**config.mk**
```make
export PLATFORM = sky130hd
export DESIGN_NAME = edit_distance_engine
export DESIGN_NICKNAME = d
export VERILOG_FILES = /design/src/rtl/core/edist_pkg.sv /design/src/rtl/core/edit_distance_engine.sv /design/src/rtl/core/edist_ram.sv /design/src/rtl/core/edist_dp.sv /design/src/rtl/core/edist_ctrl.sv
export SDC_FILE = /design/constraint.sdc
export NUM_CORES = 2
export LEC_CHECK = 0
export ABC_AREA = 1
export BUFFER_PORTS_ARGS = -buffer_cell sky130_fd_sc_hd__buf_4
export CORE_MARGIN = 2
export CORE_UTILIZATION = 55
export DETAILED_ROUTE_END_ITERATION = 10
export PLACE_DENSITY = 0.75
export SYNTH_ARGS = -nofsm -noshare
export SYNTH_HDL_FRONTEND = slang
export SYNTH_SLANG_ARGS = --single-unit
```
**constraint.sdc**
```tcl
create_clock -name i_clk -period 18.9 [get_ports i_clk]
set_input_delay 2.835 -clock i_clk [delete_from_list [all_inputs] [get_ports i_clk]]
set_output_delay 2.835 -clock i_clk [all_outputs]
set_load 0.1 [all_outputs]
```
**src/rtl/core/edist_pkg.sv**
```systemverilog
// shared constants, types and helpers for the edit distance engine
package edist_pkg;

    localparam int MAX_LEN  = 64;
    localparam int LEN_W    = $clog2(MAX_LEN + 1);
    localparam int ADDR_W   = (MAX_LEN > 1) ? $clog2(MAX_LEN) : 1;
    localparam int SYM_W    = 8;
    localparam int REQ_W    = 2;
    localparam int DIST_W   = 7;
    localparam int DIST_MAX = 127;

    localparam logic [REQ_W-1:0] REQ_FIRST   = 2'd0;
    localparam logic [REQ_W-1:0] REQ_SECOND  = 2'd1;
    localparam logic [REQ_W-1:0] REQ_COMPUTE = 2'd2;

    typedef logic [LEN_W-1:0] t_len;

    typedef struct packed {
        logic app_first;
        logic app_second;
        logic begin_calc;
        logic init_wr;
        logic cell_upd;
        logic finish;
    } t_dp_cmd;

    typedef struct packed {
        logic any_empty;
        logic j_last;
        logic i_last;
    } t_dp_stat;

    function automatic logic [DIST_W-1:0] sat_dist(input t_len x);
        logic [31:0] v;
        v = 32'(x);
        return (v > 32'(DIST_MAX)) ? DIST_W'(DIST_MAX) : DIST_W'(v);
    endfunction

endpackage

```
**src/rtl/core/edit_distance_engine.sv**
```systemverilog
// top level of the levenshtein edit distance engine
// A word is taken when start is high and busy is low. Appending a character
// to either string leaves busy low, so characters stream in back to back.
// A compute word raises busy; o_done then pulses for one cycle with the
// distance and overflow flag. Before that, the INIT state fills the cost row
// memory and each cell of the m by n table (m and n the lengths of the first
// and second string) passes through ST_CELL_A, for the registered reads of
// the cost row and both strings, and ST_CELL_B, where it is written; if either
// string is empty the engine goes straight to the result.
// Both strings and the overflow flag are cleared as the result is shown. There
// is no back-pressure: the result must be taken when o_done is high.
// Characters beyond 64 per string are dropped and set the overflow flag.
module edit_distance_engine
    import edist_pkg::*;
(
    input  logic               i_clk,
    input  logic               i_rst_n,
    input  logic               start,
    output logic               busy,
    input  logic [REQ_W-1:0]   i_req_type,
    input  logic [SYM_W-1:0]   i_symbol,
    output logic               o_done,
    output logic [DIST_W-1:0]  o_distance,
    output logic               o_overflow
);

    t_dp_cmd  cmd;
    t_dp_stat stat;

    edist_ctrl u_ctrl (
        .i_clk      (i_clk),
        .i_rst_n    (i_rst_n),
        .start      (start),
        .i_req_type (i_req_type),
        .i_stat     (stat),
        .o_cmd      (cmd),
        .busy       (busy),
        .o_done     (o_done)
    );

    edist_dp u_dp (
        .i_clk      (i_clk),
        .i_rst_n    (i_rst_n),
        .i_cmd      (cmd),
        .i_symbol   (i_symbol),
        .o_stat     (stat),
        .o_distance (o_distance),
        .o_overflow (o_overflow)
    );

`ifndef NO_ASSERTIONS
    a_done_busy: assert property (@(posedge i_clk) disable iff (!i_rst_n)
        o_done |-> busy)
        else $error("result shown while not busy");

    a_done_release: assert property (@(posedge i_clk) disable iff (!i_rst_n)
        o_done |=> !busy && !o_done)
        else $error("engine did not return to idle after result");

    a_compute_busy: assert property (@(posedge i_clk) disable iff (!i_rst_n)
        start && !busy && (i_req_type == REQ_COMPUTE) |=> busy)
        else $error("compute word did not start the sweep");

    a_append_idle: assert property (@(posedge i_clk) disable iff (!i_rst_n)
        start && !busy && (i_req_type != REQ_COMPUTE) |=> !busy && !o_done)
        else $error("append word disturbed the controller");
`endif

endmodule

```
**src/rtl/core/edist_ram.sv**
```systemverilog
// generic simple dual-port ram with registered read
module edist_ram #(
    parameter int WIDTH = 8,
    parameter int DEPTH = 64
) (
    input  logic                                          i_clk,
    input  logic                                          i_wr_en,
    input  logic [((DEPTH > 1) ? $clog2(DEPTH) : 1)-1:0]  i_wr_addr,
    input  logic [WIDTH-1:0]                              i_wr_data,
    input  logic [((DEPTH > 1) ? $clog2(DEPTH) : 1)-1:0]  i_rd_addr,
    output logic [WIDTH-1:0]                              o_rd_data
);

    logic [WIDTH-1:0] r_mem [DEPTH];
    logic [WIDTH-1:0] r_rd_data;

    always_ff @(posedge i_clk) begin
        if (i_wr_en) begin
            r_mem[i_wr_addr] <= i_wr_data;
        end
        r_rd_data <= r_mem[i_rd_addr];
    end

    assign o_rd_data = r_rd_data;

endmodule

```
**src/rtl/core/edist_dp.sv**
```systemverilog
// datapath: string stores, cost row store, counters and cell update
module edist_dp
    import edist_pkg::*;
(
    input  logic               i_clk,
    input  logic               i_rst_n,
    input  t_dp_cmd            i_cmd,
    input  logic [SYM_W-1:0]   i_symbol,
    output t_dp_stat           o_stat,
    output logic [DIST_W-1:0]  o_distance,
    output logic               o_overflow
);

    t_len r_first_len, n_first_len;
    t_len r_second_len, n_second_len;
    logic r_ovf, n_ovf;
    t_len r_i, n_i;
    t_len r_j, n_j;
    t_len r_diag, n_diag;
    t_len r_left, n_left;

    logic             first_full, second_full;
    logic             first_wr, second_wr;
    t_len             i_m1, j_m1;
    logic [SYM_W-1:0] first_rd, second_rd;
    t_len             above;
    t_len             min_a, min_b, cell_val;
    logic             cost_wr;
    t_len             cost_wdata;

    assign first_full  = (r_first_len == t_len'(MAX_LEN));
    assign second_full = (r_second_len == t_len'(MAX_LEN));
    assign first_wr    = i_cmd.app_first && !first_full;
    assign second_wr   = i_cmd.app_second && !second_full;

    assign i_m1 = r_i - t_len'(1);
    assign j_m1 = r_j - t_len'(1);

    edist_ram #(.WIDTH(SYM_W), .DEPTH(MAX_LEN)) u_first_ram (
        .i_clk     (i_clk),
        .i_wr_en   (first_wr),
        .i_wr_addr (r_first_len[ADDR_W-1:0]),
        .i_wr_data (i_symbol),
        .i_rd_addr (i_m1[ADDR_W-1:0]),
        .o_rd_data (first_rd)
    );

    edist_ram #(.WIDTH(SYM_W), .DEPTH(MAX_LEN)) u_second_ram (
        .i_clk     (i_clk),
        .i_wr_en   (second_wr),
        .i_wr_addr (r_second_len[ADDR_W-1:0]),
        .i_wr_data (i_symbol),
        .i_rd_addr (j_m1[ADDR_W-1:0]),
        .o_rd_data (second_rd)
    );

    // column j of the row lives at address j-1, column zero is implied by the row index
    edist_ram #(.WIDTH(LEN_W), .DEPTH(MAX_LEN)) u_cost_ram (
        .i_clk     (i_clk),
        .i_wr_en   (cost_wr),
        .i_wr_addr (j_m1[ADDR_W-1:0]),
        .i_wr_data (cost_wdata),
        .i_rd_addr (j_m1[ADDR_W-1:0]),
        .o_rd_data (above)
    );

    assign min_a    = (r_diag < above) ? r_diag : above;
    assign min_b    = (min_a < r_left) ? min_a : r_left;
    assign cell_val = (first_rd == second_rd) ? r_diag : (min_b + t_len'(1));

    assign cost_wr    = i_cmd.init_wr || i_cmd.cell_upd;
    assign cost_wdata = i_cmd.init_wr ? r_j : cell_val;

    assign o_stat.any_empty = (r_first_len == '0) || (r_second_len == '0);
    assign o_stat.j_last    = (r_j == r_second_len);
    assign o_stat.i_last    = (r_i == r_first_len);

    always_comb begin
        n_first_len  = r_first_len;
        n_second_len = r_second_len;
        n_ovf        = r_ovf;
        n_i          = r_i;
        n_j          = r_j;
        n_diag       = r_diag;
        n_left       = r_left;
        if (i_cmd.app_first) begin
            if (first_full) begin
                n_ovf = 1'b1;
            end else begin
                n_first_len = r_first_len + t_len'(1);
            end
        end
        if (i_cmd.app_second) begin
            if (second_full) begin
                n_ovf = 1'b1;
            end else begin
                n_second_len = r_second_len + t_len'(1);
            end
        end
        if (i_cmd.begin_calc) begin
            n_i    = t_len'(1);
            n_j    = t_len'(1);
            n_left = r_first_len | r_second_len;
        end
        if (i_cmd.init_wr) begin
            if (o_stat.j_last) begin
                n_j    = t_len'(1);
                n_diag = '0;
                n_left = t_len'(1);
            end else begin
                n_j = r_j + t_len'(1);
            end
        end
        if (i_cmd.cell_upd) begin
            if (o_stat.j_last && !o_stat.i_last) begin
                n_i    = r_i + t_len'(1);
                n_j    = t_len'(1);
                n_diag = r_i;
                n_left = r_i + t_len'(1);
            end else begin
                n_j    = r_j + t_len'(1);
                n_diag = above;
                n_left = cell_val;
            end
        end
        if (i_cmd.finish) begin
            n_first_len  = '0;
            n_second_len = '0;
            n_ovf        = 1'b0;
        end
    end

    always_ff @(posedge i_clk) begin
        if (!i_rst_n) begin
            r_first_len  <= '0;
            r_second_len <= '0;
            r_ovf        <= 1'b0;
        end else begin
            r_first_len  <= n_first_len;
            r_second_len <= n_second_len;
            r_ovf        <= n_ovf;
        end
    end

    always_ff @(posedge i_clk) begin
        r_i    <= n_i;
        r_j    <= n_j;
        r_diag <= n_diag;
        r_left <= n_left;
    end

    assign o_distance = sat_dist(r_left);
    assign o_overflow = r_ovf;

endmodule

```
**src/rtl/core/edist_ctrl.sv**
```systemverilog
// controller state machine sequencing loads, row setup and the cell sweep
module edist_ctrl
    import edist_pkg::*;
(
    input  logic              i_clk,
    input  logic              i_rst_n,
    input  logic              start,
    input  logic [REQ_W-1:0]  i_req_type,
    input  t_dp_stat          i_stat,
    output t_dp_cmd           o_cmd,
    output logic              busy,
    output logic              o_done
);

    localparam logic [2:0] ST_IDLE   = 3'd0;
    localparam logic [2:0] ST_INIT   = 3'd1;
    localparam logic [2:0] ST_CELL_A = 3'd2;
    localparam logic [2:0] ST_CELL_B = 3'd3;
    localparam logic [2:0] ST_DONE   = 3'd4;

    logic [2:0] r_state, n_state;

    always_comb begin
        n_state = r_state;
        o_cmd   = '0;
        case (r_state)
            ST_IDLE: begin
                if (start) begin
                    case (i_req_type)
                        REQ_FIRST:  o_cmd.app_first  = 1'b1;
                        REQ_SECOND: o_cmd.app_second = 1'b1;
                        REQ_COMPUTE: begin
                            o_cmd.begin_calc = 1'b1;
                            n_state = i_stat.any_empty ? ST_DONE : ST_INIT;
                        end
                        default: ;
                    endcase
                end
            end
            ST_INIT: begin
                o_cmd.init_wr = 1'b1;
                if (i_stat.j_last) begin
                    n_state = ST_CELL_A;
                end
            end
            ST_CELL_A: begin
                n_state = ST_CELL_B;
            end
            ST_CELL_B: begin
                o_cmd.cell_upd = 1'b1;
                n_state = (i_stat.j_last && i_stat.i_last) ? ST_DONE : ST_CELL_A;
            end
            ST_DONE: begin
                o_cmd.finish = 1'b1;
                n_state = ST_IDLE;
            end
            default: n_state = ST_IDLE;
        endcase
    end

    always_ff @(posedge i_clk) begin
        if (!i_rst_n) begin
            r_state <= ST_IDLE;
        end else begin
            r_state <= n_state;
        end
    end

    assign busy   = (r_state != ST_IDLE);
    assign o_done = (r_state == ST_DONE);

endmodule
```
Word-level counts from Yosys, hierarchy flattened:

Memories as Yosys holds them, arrays and structs flattened. A register that Yosys moved wholly into a read port is not among the register bits.
Index checks and enable logic that the tools add are counted.

* memories: 3
* logic and storage cells: 105
* bits in writable memories: 1472
* register bits: 46

Memory list
* u_dp.u_first_ram.r_mem: words 64, bits a word 8, read ports 1, clocked after Yosys merged registers in 1, wr ports 1, RTL line edist_ram.sv:14 `logic [WIDTH-1:0] r_mem [DEPTH];`
* u_dp.u_second_ram.r_mem: words 64, bits a word 8, read ports 1, clocked after Yosys merged registers in 1, wr ports 1, RTL line edist_ram.sv:14
* u_dp.u_cost_ram.r_mem: words 64, bits a word 7, read ports 1, clocked after Yosys merged registers in 1, wr ports 1, RTL line edist_ram.sv:14

* reduce and logical (&&, ||, !) cells: 22
* bitwise logic cells: 4
* eq/ne operators: 14
* magnitude comparators: 2
* multiplexer cells: 45
* add/sub/neg operators: 7

Operators with widths (number)
* 2-to-1 mux 7 bit: 21
* adder 7 x 1 -> 7 bit (second input constant): 5
* 2-to-1 mux 3 bit: 7
* 2-to-1 mux 1 bit: 16
* equality test 7 bit: 2
* equality test 7 bit (second input constant): 2
* zero test 7 bit: 2
* < comparator 7 bit: 2
* case mux 3 bit (4 select lines): 1
* subtractor 6 x 1 -> 6 bit (second input constant): 2
* equality test 8 bit: 1
* bitwise OR 7 bit: 1
* equality test 3 x 2 -> 1 bit (second input constant): 2
* AND reduction 2 bit: 3
* nonzero test 3 bit: 2
* logical AND 1 bit: 4
* inequality test 2 bit (second input constant): 2
* nonzero test 2 bit: 2
* equality test 3 x 1 -> 1 bit (second input constant): 1
* equality test 3 bit (second input constant): 1
* zero test 1 bit: 3
* zero test 3 bit: 1
* NOT 1 bit: 3
* AND reduction 3 bit: 1
* other kinds (6): 7

Depth between registers and ports, before layout:

* depth after elaboration: 8
* depth in mapped cells: 29

Modules after synthesis:

A second synthesis with hierarchy kept.

* cells, all modules: 5707
* area total of the unflattened synthesis: 64805.9 um2

By module, submodules not included
* edist_ram at u_dp.u_first_ram ...: area each 21339.2 um2, cells each 1805, times used 2, seq. area each 15534.9 um2
* edist_ram at u_dp.u_cost_ram: area each 18545.3 um2, cells each 1590, times used 1, seq. area each 13593.0 um2
* edist_dp: area each 3349.5 um2, cells each 472, times used 1, seq. area each 1001.0 um2
* edist_ctrl: area each 232.7 um2, cells each 35, times used 1, seq. area each 60.1 um2

Worst setup path after synthesis:

Ideal clock, no wire load.

* path type: reg2reg
* start: register u_dp.r_diag[6]
* end: memory u_dp.u_cost_ram.r_mem[0][0] in the netlist's numbering, data pin
* path buffers: 1
* data arrival time: 5.247 ns
* data required time: 18.198 ns
* setup time: 0.702 ns
* cell stages (with the launch flop): 18
* path slack: 12.951 ns
* period minus slack after synthesis: 5.949 ns
* cell sequence: edfxtp_1 -> ha_1 -> nand2_1 -> inv_1 -> a21oi_2 -> nand2_1 -> clkbuf_1 -> o21ai_0 -> ha_1 -> a21oi_1 -> nor2_1 -> a211oi_2 -> nand2_1 -> nand2_1 -> nand2_1 -> nand2_1 -> o21ai_0 -> o21ai_0

* longest elaborated chain between the ends: 7

RTL lines
* start, declared: RTL line edist_dp.sv:19 `t_len r_diag, n_diag;`
* start signal, assigned: RTL line edist_dp.sv:148 `r_diag <= n_diag;`
* < comparator 7 bit: RTL line edist_dp.sv:67 `assign min_a = (r_diag < above) ? r_diag : above;`
* 2-to-1 mux 7 bit *: RTL line edist_dp.sv:67
* < comparator 7 bit: RTL line edist_dp.sv:68 `assign min_b = (min_a < r_left) ? min_a : r_left;`
* 2-to-1 mux 7 bit *: RTL line edist_dp.sv:68
* adder 7 x 1 -> 7 bit *: RTL line edist_dp.sv:69 `assign cell_val = (first_rd == second_rd) ? r_diag : (min_b + t_len'(1));`
* 2-to-1 mux 7 bit *: RTL line edist_dp.sv:69
* 2-to-1 mux 7 bit *: RTL line edist_dp.sv:72 `assign cost_wdata = i_cmd.init_wr ? r_j : cell_val;`
* via u_dp.cost_wdata[0]: RTL line edist_dp.sv:29 `t_len cost_wdata;`
* end, declared: RTL line edist_ram.sv:14

The timed path passes the listed nets; every way through them passes the cells marked *.

Worst setup path in the final report:

* start: input i_req_type[1]
* end: memory u_dp.u_second_ram.r_mem[16][1] (enable)

* longest elaborated chain between the ends: 7

RTL lines
* start, declared: RTL line edit_distance_engine.sv:20 `input logic [REQ_W-1:0] i_req_type,`
* equality test 2 x 1 -> 1 bit: RTL line edist_ctrl.sv:29 `case (i_req_type)`
* 2-to-1 mux 1 bit: RTL line edist_ctrl.sv:29
* 2-to-1 mux 3 bit: RTL line edist_ctrl.sv:28 `if (start) begin`
* 2-to-1 mux 3 bit: RTL line edist_ctrl.sv:26 `case (r_state)`
* logical AND 1 bit: RTL line edist_dp.sv:34 `assign second_wr = i_cmd.app_second && !second_full;`
* 2-to-1 mux 1 bit: RTL line edist_ram.sv:18 `if (i_wr_en) begin`
* 2-to-1 mux 1 bit (implied by the code): RTL line edist_ram.sv:19 `r_mem[i_wr_addr] <= i_wr_data;`
* end, declared: RTL line edist_ram.sv:14

No other way between the ends.

==> out/qor.csv <==
metric,value,unit
period_share,28.29,%
core-area,108700,um^2
worstPathMaxFanout,8,
power.density,108.7,nW/um^2
fmaxAchievable,187.0,MHz
synth_nets,4268,
tightest_slew,1357,ps
worstPathRequired,19300,ps
reg2reg_slack,13680,ps
timing.rr.end,u_dp.u_cost_ram.r_mem[47][4],
grt_overflow,0,
critPathLaunchType,input port,
layout_common_cells,"1486 x edfxtp_1, 580 x nand2_1, 483 x nor2_1",
holdPathEnd,u_ctrl.r_state[1],
start_util,55.38,%
design_area,66440,um^2
nets,4265,
clkLatencyLatePin,770,ps
worst_hold_path_type,reg -> reg,
syn_area_per_cell,14.22,um^2
postCtsHoldBufs,0,
viasPerCell,6.492,
io_pins,23,
drt-total-wl,158.1,mm
rows,121,
drt-pass1-iter-count,7,
synthCells,4234,
hold_depth,2,
cts_tree,done,
clockPowerShare,40.7,%
fp.dieH,334.8,um
p_int,5.630,mW
cts_setup_buffers,0,
placed_area,61630,um^2
drc,0,
drive_gt1_share,7.770,%
final_hold_viol_count,0,
ant_nets,0,
setup_viol,0,
cts_resized,0,
synth.distinct_cells,54,
clkTransAtPathRegs,60,ps
final_common_cell,edfxtp_1,
swShare,22.06,%
syn_area,60200,um^2
startpoint,i_req_type[1],
grt_pass1_vias,35790,
cts.sinks,1541,
path_class,in -> reg,
root_buffer,clkbuf_16,
final_util,61.12,%
hp-start,u_ctrl.r_state[1],
ir_drop,113.0,uV
worst_hold_slack,560.9,ps
dp_hpwl,94.65,mm
cts_buffer_depth,3,
antenna_found_initial,4,
htreeDepth,4,
grt_usage,28.05,%
worstRegToRegCells,21,
status,completed,
die_w,334.8,um
crit_arrival,5740,ps
ys_seq_elements,1541,
p_leak,22.21,nW
drt_first_iter_violations,5997,
drv_slew,0,
numPortBuffers,22,
yosysWarnings,0,
end_kind,flop,
place_inst,5493,
instances_no_fill,5767,
grt_pass1_wl,232.8,mm
finalSetupTns,0,ps
grt_max_degree,109,
gp_congestion,0.9416,
die_area,112100,um^2
r2r_start,u_dp.r_diag[6],
seqPwrFrac,54.0,%
wl_per_cell,27.42,um
relSlewSlack,8.840,%
period_needed,5347,ps
rsz0062_at_grt,false,
fin_skew,39.99,ps
drv_cap,0,
via_count,37440,
cts_made_buffers,150,
power_frac_comb,5.3,%
area_growth,10.36,%
seq_area_frac_synth,75.95,%
switching_power,1.594,mW
[kinds of logic (layout without fill, tap and decap cells)]
group	Yosys count	after routing	synth area share [%]
simple gates	1350	1350	9.313
xor+xnor	36	36	0.6422
fa+ha+maj	21	21	0.4364
buf+inv	395	511	2.683
flops	1541	1541	75.95
mux	80	80	1.330
other cells	0	3	0
compound gates	811	811	9.645
[state kept, by name (all words and copies together), names as in the netlist, 8 cells and up]
signal                       count
u_dp.u_cost_ram.r_mem          448
u_dp.u_first_ram.o_rd_data       8
u_dp.u_first_ram.r_mem         512
u_dp.u_second_ram.o_rd_data      8
u_dp.u_second_ram.r_mem        512
[cells in the mapped netlist, drive strengths merged]
master | number | area, um^2
and2 | 1 | 6.260
ha | 21 | 262.8
a22oi | 3 | 22.52
clkinv | 5 | 18.77
o2bb2ai | 21 | 183.9
a22o | 113 | 989.7
mux2i | 80 | 800.8
o211ai | 44 | 330.3
o31ai | 2 | 15.01
buf | 114 | 559.3
o21bai | 1 | 7.510
edfxtp | 1486 | 44620
o32ai | 49 | 429.2
o221ai | 81 | 709.4
o2111a | 3 | 33.78
a221oi | 144 | 1261
a211oi | 3 | 27.52
clkbuf | 110 | 414.1
nor4 | 6 | 37.54
o21a | 1 | 7.510
inv | 166 | 623.1
nand3 | 167 | 870.8
a31oi | 13 | 81.33
a32oi | 4 | 35.03
nand2 | 587 | 2211
nor3 | 36 | 212.7
nor2 | 488 | 1849
nand4 | 59 | 375.4
a2111oi | 1 | 15.01
a21oi | 102 | 518.0
xor2 | 29 | 317.8
dfxtp | 55 | 1101
o22ai | 7 | 43.79
o21ai | 219 | 1096
or2 | 1 | 6.260
nand3b | 5 | 37.54
xnor2 | 7 | 68.82
[cell type report]
type                            instances  area (um^2)
Clock inverter                         76        688.2
Fill cell                            7794        42260
Sequential cell                      1541        45730
Antenna cell                            3        7.507
Tap cell                             1414         1769
Timing Repair Buffer                   69        518.0
Clock buffer                          195         4114
Multi-Input combinational cell       2298        12950
Inverter                              171        664.4
[how the worst max path moves through the flow]
| stage | end | slack, ps | cells after the start |
|---|---|---|---|
| after floorplan | u_dp.u_cost_ram.r_mem[0][0] | 12950 | 17 |
| after global placement | u_dp.u_second_ram.r_mem[51][1] | 13010 | 8 |
| after detailed placement | u_dp.u_second_ram.r_mem[51][7] | 12980 | 8 |
| after CTS | u_dp.u_second_ram.r_mem[42][2] | 13780 | 8 |
| after global routing | u_dp.u_cost_ram.r_mem[47][4] | 13060 | 21 |
| final | u_dp.u_second_ram.r_mem[16][1] | 13550 | 8 |
[power groups by stage]
stage	logic (mW)	registers (mW)	clock network (mW)
after detailed placement	0.373	3.97	0
after floorplan	0.169	4.00	0
after global routing	0.407	3.90	3.09
after global placement	0.362	3.97	0
final	0.381	3.90	2.94
after CTS	0.374	3.90	2.95
[metal layers]
metal,up-vias,global-route usage (%),share of wire [%]
met1,18340,40.64,39
met2,2677,42.28,45
met4,4,9.990,3.3
met3,367,6.118,12
met5,-,0,0.020
li1,16050,-,-
[stage by stage]
step	power, mW	setup slack [ps]
2_1_floorplan	4.173	12950
3_3_place_gp	4.337	13010
3_5_place_dp	4.348	12980
4_1_cts	7.226	13780
5_1_grt	7.400	13060
6_report	7.224	13550
[worst max-delay path: stages]
cell and delay (ps):
buf_4 110, inv_1 60, nand4_1 350, nor2_1 410, inv_2 110, nor2_1 250, nand3_1 750, nor2_1 850
Note: power is estimated with default switching activity, not from simulation.
